`src/hw/rtl/jsu_pkg.sv`:
```
// types, constants and helper functions of the json string unescaper
// no dependencies
package jsu_pkg;

  typedef enum logic [2:0] {
    PH_IDLE,
    PH_BODY,
    PH_ESC,
    PH_HEX,
    PH_HIGH,
    PH_HIGH_BS,
    PH_LOW_HEX
  } phase_e;

  typedef enum logic [1:0] {
    ST_BYTE  = 2'd0,
    ST_DONE  = 2'd1,
    ST_ERROR = 2'd2
  } status_e;

  // one queued result word
  typedef struct packed {
    logic [7:0] data;
    status_e    status;
    logic       last;
  } res_t;

  // utf-8 sequence of one code point
  typedef struct packed {
    logic [2:0]      len;
    logic [3:0][7:0] bytes;
  } utf8_t;

  localparam logic [7:0]  ChQuote = 8'h22;
  localparam logic [7:0]  ChBslash = 8'h5c;
  localparam logic [7:0]  ChU = 8'h75;
  localparam logic [15:0] HighMin = 16'hd800;
  localparam logic [15:0] HighMax = 16'hdbff;
  localparam logic [15:0] LowMin = 16'hdc00;
  localparam logic [15:0] LowMax = 16'hdfff;
  localparam logic [20:0] SuppBase = 21'h10000;
  localparam logic [20:0] Max1 = 21'h7f;
  localparam logic [20:0] Max2 = 21'h7ff;
  localparam logic [20:0] Max3 = 21'hffff;
  localparam logic [7:0]  Lead2 = 8'hc0;
  localparam logic [7:0]  Lead3 = 8'he0;
  localparam logic [7:0]  Lead4 = 8'hf0;
  localparam logic [7:0]  ContMark = 8'h80;
  localparam int unsigned MaxRes = 4;

  // hex digit value, bit 4 set for a non-hex byte
  function automatic logic [4:0] hex_val(input logic [7:0] b);
    logic [4:0] v;
    v = 5'h10;
    if (b >= 8'h30 && b <= 8'h39) begin
      v = {1'b0, b[3:0]};
    end else if ((b >= 8'h61 && b <= 8'h66) || (b >= 8'h41 && b <= 8'h46)) begin
      v = 5'(b[3:0]) + 5'd9;
    end
    return v;
  endfunction

  function automatic logic [7:0] escape_char(input logic [7:0] b);
    logic [7:0] c;
    case (b)
      8'h6e:   c = 8'h0a;
      8'h74:   c = 8'h09;
      8'h72:   c = 8'h0d;
      8'h62:   c = 8'h08;
      8'h66:   c = 8'h0c;
      default: c = b;
    endcase
    return c;
  endfunction

  function automatic utf8_t utf8_encode(input logic [20:0] cp);
    utf8_t e;
    e = '0;
    if (cp <= Max1) begin
      e.len      = 3'd1;
      e.bytes[0] = cp[7:0];
    end else if (cp <= Max2) begin
      e.len      = 3'd2;
      e.bytes[0] = Lead2 | {3'b000, cp[10:6]};
      e.bytes[1] = ContMark | {2'b00, cp[5:0]};
    end else if (cp <= Max3) begin
      e.len      = 3'd3;
      e.bytes[0] = Lead3 | {4'h0, cp[15:12]};
      e.bytes[1] = ContMark | {2'b00, cp[11:6]};
      e.bytes[2] = ContMark | {2'b00, cp[5:0]};
    end else begin
      e.len      = 3'd4;
      e.bytes[0] = Lead4 | {5'h00, cp[20:18]};
      e.bytes[1] = ContMark | {2'b00, cp[17:12]};
      e.bytes[2] = ContMark | {2'b00, cp[11:6]};
      e.bytes[3] = ContMark | {2'b00, cp[5:0]};
    end
    return e;
  endfunction

endpackage

```
`src/hw/rtl/jsu_if.sv`:
```
// valid/ready channel interfaces for raw input bytes and decoded results
// no dependencies
interface jsu_in_if;
  logic       valid;
  logic       ready;
  logic [7:0] in_byte;
  logic       in_end;

  modport source (output valid, in_byte, in_end, input ready);
  modport sink (input valid, in_byte, in_end, output ready);
endinterface

interface jsu_out_if;
  logic       valid;
  logic       ready;
  logic [7:0] out_byte;
  logic [1:0] out_status;
  logic       out_last;

  modport source (output valid, out_byte, out_status, out_last, input ready);
  modport sink (input valid, out_byte, out_status, out_last, output ready);
endinterface

```
`src/hw/rtl/json_string_unescape_utf8_unit.sv`:
```
// streaming json string unescaper with utf-8 output
// depends on jsu_pkg and the channel interfaces in jsu_if.sv
//
// usage:
//  - in_i carries one raw byte of a quoted string per word, starting at the
//    opening quote; in_end marks the last byte of available data
//  - out_o carries decoded words: a utf-8 byte (status 0), string done
//    (status 1) or error (status 2); out_last flags the final word caused by
//    one input byte; after an error the bytes already sent must be dropped
//  - path: an accepted byte lands in the input register, is decoded from
//    there once the result queue has room, and its result words are
//    written to the result queue, whose head word is shown on out_o
//  - throughput: one input byte per cycle while each byte yields at most one
//    word and the receiver keeps taking words; a byte yields up to four words
//    (surrogate pairs, lone high surrogates), which the result queue absorbs
//    and the output drains at one word per cycle while out_o is ready
//  - the input register hands its byte to the decoder only when the result
//    queue has room for four words, so a stalled receiver fills the queue
//    and then back-pressures in_i
//  - reset (rst_ni low, asynchronous) empties the queue and returns the
//    decoder to waiting for an opening quote
module json_string_unescape_utf8_unit
  import jsu_pkg::*;
#(
  // result queue depth, a power of two, at least 8
  parameter int unsigned FifoDepth = 8
) (
  input  logic         clk_i,
  input  logic         rst_ni,
  jsu_in_if.sink       in_i,
  jsu_out_if.source    out_o
);

  localparam int unsigned PtrW = $clog2(FifoDepth);
  localparam int unsigned CntW = $clog2(FifoDepth + 1);

  // input register
  logic       in_vld_q, in_vld_d;
  logic [7:0] in_byte_q;
  logic       in_end_q;

  // decoder state
  phase_e      phase_q, phase_d;
  logic [15:0] cu_q, cu_d;
  logic [15:0] hu_q, hu_d;
  logic [1:0]  hc_q, hc_d;

  // result queue
  res_t            fifo_q [FifoDepth];
  logic [PtrW-1:0] wr_ptr_q, rd_ptr_q;
  logic [CntW-1:0] cnt_q, cnt_d;

  logic room, take, in_acc, pop;

  // queue must hold the worst case of one byte before the decoder takes it
  assign room   = cnt_q <= CntW'(FifoDepth - MaxRes);
  assign take   = in_vld_q && room;
  assign in_acc = in_i.valid && in_i.ready;
  assign in_i.ready = !in_vld_q || room;

  always_comb begin
    in_vld_d = in_vld_q;
    if (in_acc) begin
      in_vld_d = 1'b1;
    end else if (take) begin
      in_vld_d = 1'b0;
    end
  end

  always_ff @(posedge clk_i or negedge rst_ni) begin
    if (!rst_ni) begin
      in_vld_q <= 1'b0;
    end else begin
      in_vld_q <= in_vld_d;
    end
  end

  always_ff @(posedge clk_i) begin
    if (in_acc) begin
      in_byte_q <= in_i.in_byte;
      in_end_q  <= in_i.in_end;
    end
  end

  // shared decode terms
  logic [4:0]  nib;
  logic        hex_bad;
  logic [15:0] cu_new;
  logic        hex_full;
  logic        is_high, is_low;
  logic [20:0] pair_cp;

  assign nib      = hex_val(in_byte_q);
  assign hex_bad  = in_end_q || nib[4];
  assign cu_new   = {cu_q[11:0], nib[3:0]};
  assign hex_full = hc_q == 2'd3;
  assign is_high  = cu_new >= HighMin && cu_new <= HighMax;
  assign is_low   = cu_new >= LowMin && cu_new <= LowMax;
  // high unit is known to be a high surrogate here
  assign pair_cp  = SuppBase + {1'b0, hu_q[9:0], cu_new[9:0]};

  // next state
  always_comb begin
    phase_d = phase_q;
    cu_d    = cu_q;
    hu_d    = hu_q;
    hc_d    = hc_q;
    case (phase_q)
      PH_BODY, PH_HIGH: begin
        if (in_byte_q == ChQuote || in_end_q) begin
          phase_d = PH_IDLE;
          cu_d    = '0;
          hc_d    = '0;
        end else if (in_byte_q == ChBslash) begin
          phase_d = (phase_q == PH_HIGH) ? PH_HIGH_BS : PH_ESC;
        end else begin
          phase_d = PH_BODY;
        end
      end
      PH_ESC, PH_HIGH_BS: begin
        if (in_end_q) begin
          phase_d = PH_IDLE;
          cu_d    = '0;
          hc_d    = '0;
        end else if (in_byte_q == ChU) begin
          phase_d = (phase_q == PH_HIGH_BS) ? PH_LOW_HEX : PH_HEX;
          cu_d    = '0;
          hc_d    = '0;
        end else begin
          phase_d = PH_BODY;
        end
      end
      PH_HEX, PH_LOW_HEX: begin
        if (hex_bad) begin
          phase_d = PH_IDLE;
          cu_d    = '0;
          hc_d    = '0;
        end else begin
          cu_d = cu_new;
          hc_d = hc_q + 2'd1;
          if (hex_full) begin
            if (phase_q == PH_HEX) begin
              if (is_high) begin
                hu_d    = cu_new;
                phase_d = PH_HIGH;
              end else begin
                phase_d = PH_BODY;
              end
            end else if (is_low) begin
              phase_d = PH_BODY;
            end else begin
              // bad low surrogate
              phase_d = PH_IDLE;
              cu_d    = '0;
              hc_d    = '0;
            end
          end
        end
      end
      default: begin
        cu_d = '0;
        hc_d = '0;
        if (in_byte_q == ChQuote && !in_end_q) begin
          phase_d = PH_BODY;
        end else begin
          phase_d = PH_IDLE;
        end
      end
    endcase
  end

  // what this byte emits: error, an encoded code point, and one more word
  logic        fail_s;
  logic        enc_en;
  logic [20:0] enc_cp;
  logic        ext_en;
  res_t        ext_res;

  always_comb begin
    fail_s  = 1'b0;
    enc_en  = 1'b0;
    enc_cp  = {5'h00, hu_q};
    ext_en  = 1'b0;
    ext_res = '{data: in_byte_q, status: ST_BYTE, last: 1'b0};
    case (phase_q)
      PH_BODY, PH_HIGH: begin
        if (in_byte_q == ChQuote) begin
          enc_en  = phase_q == PH_HIGH;
          ext_en  = 1'b1;
          ext_res = '{data: 8'h00, status: ST_DONE, last: 1'b0};
        end else if (in_end_q) begin
          fail_s = 1'b1;
        end else if (in_byte_q != ChBslash) begin
          enc_en = phase_q == PH_HIGH;
          ext_en = 1'b1;
        end
      end
      PH_ESC, PH_HIGH_BS: begin
        if (in_end_q) begin
          fail_s = 1'b1;
        end else if (in_byte_q != ChU) begin
          enc_en  = phase_q == PH_HIGH_BS;
          ext_en  = 1'b1;
          ext_res = '{data: escape_char(in_byte_q), status: ST_BYTE, last: 1'b0};
        end
      end
      PH_HEX: begin
        if (hex_bad) begin
          fail_s = 1'b1;
        end else if (hex_full && !is_high) begin
          enc_en = 1'b1;
          enc_cp = {5'h00, cu_new};
        end
      end
      PH_LOW_HEX: begin
        if (hex_bad || (hex_full && !is_low)) begin
          fail_s = 1'b1;
        end else if (hex_full) begin
          enc_en = 1'b1;
          enc_cp = pair_cp;
        end
      end
      default: begin
        fail_s = !(in_byte_q == ChQuote && !in_end_q);
      end
    endcase
  end

  // assemble up to four result words
  utf8_t enc;
  res_t  res [MaxRes];
  logic [2:0] res_n;

  assign enc = utf8_encode(enc_cp);

  always_comb begin
    res_n = 3'd0;
    for (int k = 0; k < MaxRes; k++) begin
      res[k] = '{data: enc.bytes[k], status: ST_BYTE, last: 1'b0};
    end
    if (fail_s) begin
      res[0] = '{data: 8'h00, status: ST_ERROR, last: 1'b0};
      res_n  = 3'd1;
    end else begin
      if (enc_en) begin
        res_n = enc.len;
      end
      // extra word follows no word or a 3-byte surrogate, so the slot fits
      if (ext_en) begin
        res[res_n[1:0]] = ext_res;
        res_n = res_n + 3'd1;
      end
    end
    if (res_n != 3'd0) begin
      res[2'(res_n - 3'd1)].last = 1'b1;
    end
  end

  always_ff @(posedge clk_i or negedge rst_ni) begin
    if (!rst_ni) begin
      phase_q <= PH_IDLE;
      cu_q    <= '0;
      hu_q    <= '0;
      hc_q    <= '0;
    end else if (take) begin
      phase_q <= phase_d;
      cu_q    <= cu_d;
      hu_q    <= hu_d;
      hc_q    <= hc_d;
    end
  end

  // result queue
  logic [2:0] push_n;

  assign push_n = take ? res_n : 3'd0;
  assign pop    = out_o.valid && out_o.ready;
  assign cnt_d  = cnt_q + CntW'(push_n) - CntW'(pop);

  always_ff @(posedge clk_i or negedge rst_ni) begin
    if (!rst_ni) begin
      wr_ptr_q <= '0;
      rd_ptr_q <= '0;
      cnt_q    <= '0;
    end else begin
      wr_ptr_q <= wr_ptr_q + PtrW'(push_n);
      rd_ptr_q <= rd_ptr_q + PtrW'(pop);
      cnt_q    <= cnt_d;
    end
  end

  always_ff @(posedge clk_i) begin
    for (int k = 0; k < MaxRes; k++) begin
      if (3'(k) < push_n) begin
        fifo_q[wr_ptr_q + PtrW'(k)] <= res[k];
      end
    end
  end

  assign out_o.valid      = cnt_q != '0;
  assign out_o.out_byte   = fifo_q[rd_ptr_q].data;
  assign out_o.out_status = fifo_q[rd_ptr_q].status;
  assign out_o.out_last   = fifo_q[rd_ptr_q].last;

endmodule

```
`src/flat_wrapper.sv`:
```
// flat-port wrapper written by rule: the top's interface ports become plain ports
module json_string_unescape_utf8_unit_flat import jsu_pkg::*;
#(
                                                   
  parameter int unsigned FifoDepth = 8
)
  (clk_i, rst_ni, in_i_valid, in_i_in_byte, in_i_in_end, in_i_ready, out_o_valid, out_o_out_byte, out_o_out_status, out_o_out_last, out_o_ready);
  jsu_in_if in_i_i ();
  jsu_out_if out_o_i ();
  input  logic clk_i;
  input  logic rst_ni;
  input wire logic [$bits(in_i_i.valid)-1:0] in_i_valid;
  input wire logic [$bits(in_i_i.in_byte)-1:0] in_i_in_byte;
  input wire logic [$bits(in_i_i.in_end)-1:0] in_i_in_end;
  output wire logic [$bits(in_i_i.ready)-1:0] in_i_ready;
  output wire logic [$bits(out_o_i.valid)-1:0] out_o_valid;
  output wire logic [$bits(out_o_i.out_byte)-1:0] out_o_out_byte;
  output wire logic [$bits(out_o_i.out_status)-1:0] out_o_out_status;
  output wire logic [$bits(out_o_i.out_last)-1:0] out_o_out_last;
  input wire logic [$bits(out_o_i.ready)-1:0] out_o_ready;
  assign in_i_i.valid = in_i_valid;
  assign in_i_i.in_byte = in_i_in_byte;
  assign in_i_i.in_end = in_i_in_end;
  assign in_i_ready = in_i_i.ready;
  assign out_o_valid = out_o_i.valid;
  assign out_o_out_byte = out_o_i.out_byte;
  assign out_o_out_status = out_o_i.out_status;
  assign out_o_out_last = out_o_i.out_last;
  assign out_o_i.ready = out_o_ready;
  json_string_unescape_utf8_unit #(.FifoDepth(FifoDepth)) u_core (.clk_i(clk_i), .rst_ni(rst_ni), .in_i(in_i_i), .out_o(out_o_i));
endmodule
```
`config.mk`:
```
export PLATFORM = sky130hd
export DESIGN_NAME = json_string_unescape_utf8_unit_flat
export DESIGN_NICKNAME = d
export VERILOG_FILES = /design/src/hw/rtl/jsu_pkg.sv /design/src/hw/rtl/jsu_if.sv /design/src/hw/rtl/json_string_unescape_utf8_unit.sv /design/src/flat_wrapper.sv
export SDC_FILE = /design/constraint.sdc
export NUM_CORES = 1
export LEC_CHECK = 0
export ABC_AREA = 1
export ABC_CLOCK_PERIOD_IN_PS = 5350
export CORE_MARGIN = 2
export CORE_UTILIZATION = 40
export DETAILED_ROUTE_END_ITERATION = 16
export DONT_BUFFER_PORTS = 1
export PLACE_DENSITY_LB_ADDON = 0.3
export SYNTH_ARGS = -nofsm -noshare
export SYNTH_HDL_FRONTEND = slang
export SYNTH_SLANG_ARGS = --single-unit
```
`constraint.sdc`:
```
create_clock -name clk_i -period 5.35 [get_ports clk_i]
set_clock_uncertainty 0.05 [all_clocks]
set_input_delay 1.3375 -clock clk_i [delete_from_list [all_inputs] [get_ports clk_i]]
set_output_delay 1.3375 -clock clk_i [all_outputs]
set_load 0.005 [all_outputs]
```
==> impl_metrics.ini <==
[worst_setup_path]
r2r_start = u_core.in_byte_q[0]
end_kind = flip-flop
critPathMaxStageDelay_ps = 490
startpoint_type = flip-flop
worstPathMaxFanout = 16
required_ps = 5620
crit_top_cell = nand2_1
worstPathArrival_ps = 5270
r2r-end = u_core.fifo_q[0][8]
ff2ff_path_depth = 28
reg2reg_slack_ps = 350
slowest_stage = edfxtp_1
critical_path_class = reg -> reg

[final_layout]
layout.nets = 1828
stdcell_count = 2190
fillers = 3041
area_delta_synth_final_pct = 11.97
drive_above_1_share = 0.1197

[placement]
gp_congestion = 1.020
dp.cells = 2151
place_ws_ps = 0.6235
hpwl_um = 32990
port_buffers = 0

[pwr]
ir_drop_mv = 0.2522
power.leakage_nw = 6.275
power.density_mw_per_mm2 = 411.5
totalPowerFinal_mw = 5.429

[global_route]
gr-total-overflow = 0
track_usage = 0.2968
grt_pass1_vias = 11610
antenna_found_initial = 1
grt_first_pass_wirelength_um = 69680
grt_max_degree = 45

[clocking]
cts_max_level = 4
clk_latency_ps = 450
cts_buffer_depth = 2
clkTransAtPathRegs_ps = 70
cts_tree = yes
hold_buffers = 0
numCtsBuffers = 17
root_buffer = clkbuf_16
clock_sinks = 141

[status]
outcome = completed

[detailed_routing]
num_vias = 12560
via_per_inst = 5.735
routedWlPerCell_um = 20.69
drt-total-wl_um = 45320
ant_nets = 0
drc = 0
dr.pass1.iters = 5
drt-initial-drc-count = 1690

[sta]
tns_ps = 0
worst_pin_slew_ps = 1275
min_period_ps = 5000
period_share = 0.9345
finalHoldViolations = 0
timing.final.ws_setup_ps = 350.2
fmax_mhz = 200.0
finalMaxSlewViolations = 0
setup_violations = 0
relSlewSlack = 0.1424

[die]
start_util = 0.4083
die_h_um = 175.6
rows = 62
ioPinCount = 26
core_area_mm2 = 0.02886
die-area_mm2 = 0.03085
die_width_um = 175.6

[synthesis]
avgSynthCellArea_um2 = 6.646
ys_seq_elements = 141
seq_area_frac_synth = 0.3406
synthCells = 1773
synth_warnings = 0
mappedNetlistNets = 1809
syn_area_mm2 = 0.01178
synth_cell_types = 52

[min_path]
hold_depth = 1
min_to = u_core.rd_ptr_q[2]
holdCritPathClass = reg -> reg
hold_start = u_core.rd_ptr_q[2]

[run]
cap_violations = 0
## metrics by stage
stage / util / hold WS, ps / instance area (um^2)
finish: 0.4572 / 422.2 / 13190
global route: 0.4571 / 439.3 / 13190
CTS: 0.4518 / 421.4 / 13040
detailed placement: 0.4302 / 404.2 / 12410
global placement: 0.4302 / 401.9 / 12410
floorplan: - / 388.3 / 11780
## registers in the layout (all words and copies together) (netlist names)
| signal | count |
|---|---|
| u_core.rd_ptr_q | 3 |
| u_core.cu_q | 12 |
| u_core.in_vld_q | 1 |
| u_core.hc_q | 2 |
| u_core.in_end_q | 1 |
| u_core.hu_q | 16 |
| u_core.in_byte_q | 8 |
| u_core.cnt_q | 4 |
| u_core.wr_ptr_q | 3 |
| u_core.fifo_q | 88 |
| u_core.phase_q | 3 |
## cell usage in the layout (no fill, tap or decap), types with 5 or more instances in the layout
cell type	Yosys	layout
o21ai_1	15	14
inv_1	140	138
nand3_2	13	14
o21ai_0	112	112
inv_2	17	17
dfrtp_1	44	44
nand3_1	263	262
nand4_1	26	26
edfxtp_1	97	97
nor2_1	186	185
a21oi_1	40	38
nor2_2	8	7
buf_4	14	89
ha_1	21	21
nor3_1	21	20
xor2_1	5	5
nand2_2	16	14
a31oi_1	12	12
a41oi_1	9	9
clkbuf_16	0	17
nand2_1	551	547
nor2_4	4	6
nand2_4	6	9
o22ai_1	33	33
## layer usage
metal | GRT usage | routed length, um
met1 | 0.4184 | 19700
met2 | 0.4342 | 19070
met3 | 0.08528 | 5097
met4 | 0.09917 | 1385
met5 | 0.01282 | 62
## timing repair
action | CTS | global route
pin swaps | 1 | 3
setup endpoints to repair | 11 | 163
gates cloned | 0 | 0
setup buffers | 0 | 6
resized for setup | 0 | 24
## cell type report
class | instances | area, um^2 | share of cell area
repair buffers | 90 | 688.2 | 0.05216
multi-input cells | 1381 | 6771 | 0.5132
clock inverters | 15 | 198.9 | 0.01508
flip-flops and latches | 141 | 4014 | 0.3042
well taps | 384 | 480.5 | 0.03642
diodes | 1 | 2.502 | 0.0001897
clock buffers | 17 | 425.4 | 0.03224
inverters | 161 | 613.1 | 0.04647
## how the worst max path moves through the flow
stage | from | end | slack [ps] | depth (start not counted)
finish | u_core.in_byte_q[0] | u_core.fifo_q[0][8] | 350 | 28
global route | u_core.in_byte_q[1] | u_core.fifo_q[4][3] | -0.5 | 29
CTS | u_core.in_byte_q[1] | u_core.fifo_q[4][4] | 4 | 28
detailed placement | u_core.in_byte_q[0] | u_core.fifo_q[4][0] | 0.6 | 28
global placement | u_core.in_byte_q[0] | u_core.fifo_q[4][2] | 180 | 28
floorplan | u_core.in_byte_q[0] | u_core.fifo_q[2][0] | 1070 | 29
## kinds of logic (layout without fill, tap and decap cells)
family | count (synthesis) | in the layout | synth area share
xor+xnor | 8 | 8 | 0.005946
other cells | 0 | 1 | 0
mux | 1 | 1 | 0.0009555
simple gates | 1108 | 1108 | 0.4161
fa+ha+maj | 23 | 23 | 0.02570
compound gates | 241 | 241 | 0.1164
flops | 141 | 141 | 0.3406
buf+inv | 251 | 283 | 0.09429
## cell usage after synthesis (all sizes together)
| cell type | n | area share |
|---|---|---|
| xnor2 | 3 | 0.0022 |
| o32ai | 1 | 0.00074 |
| o211ai | 6 | 0.0047 |
| xor2 | 5 | 0.0037 |
| o31ai | 1 | 0.00064 |
| ha | 21 | 0.022 |
| edfxtp | 97 | 0.25 |
| nand3b | 1 | 0.00064 |
| a21boi | 1 | 0.00064 |
| clkinv | 3 | 0.00096 |
| a31oi | 13 | 0.0074 |
| buf | 58 | 0.033 |
| a22o | 1 | 0.00074 |
| mux2 | 1 | 0.00096 |
| or2 | 2 | 0.0011 |
| o22ai | 33 | 0.018 |
| o311ai | 1 | 0.00074 |
| nand2 | 573 | 0.19 |
| nor4 | 4 | 0.0032 |
| clkbuf | 32 | 0.010 |
| o2bb2ai | 1 | 0.00074 |
| nand3 | 279 | 0.13 |
| o21ai | 127 | 0.054 |
| a22oi | 3 | 0.0019 |
| a41oi | 9 | 0.0067 |
| inv | 158 | 0.051 |
| fa | 2 | 0.0034 |
| a21oi | 41 | 0.018 |
| nand4 | 26 | 0.014 |
| a221oi | 1 | 0.00074 |
| nor3 | 24 | 0.011 |
| nor2 | 199 | 0.069 |
| dfrtp | 44 | 0.093 |
| o2111ai | 2 | 0.0015 |
## critical path: cells and delay by family (launching register included)
kind	cells	cell delay, ps
and+or+nand+nor	22	2840
buffers and inverters	3	580
AOI/OAI and AO/OA	1	440
DFF	1	490
adders and majority gates	2	470
## power by group
| group | leakage [nW] | total (mW) | switching [mW] | internal, mW |
|---|---|---|---|---|
| Clock | 0.304 | 1.31 | 0.561 | 0.753 |
| Sequential | 1.48 | 1.55 | 0.127 | 1.42 |
| Combinational | 4.49 | 2.57 | 1.84 | 0.732 |
| Total | 6.27 | 5.43 | 2.52 | 2.90 |
Note: power is estimated with default switching activity, not from simulation.
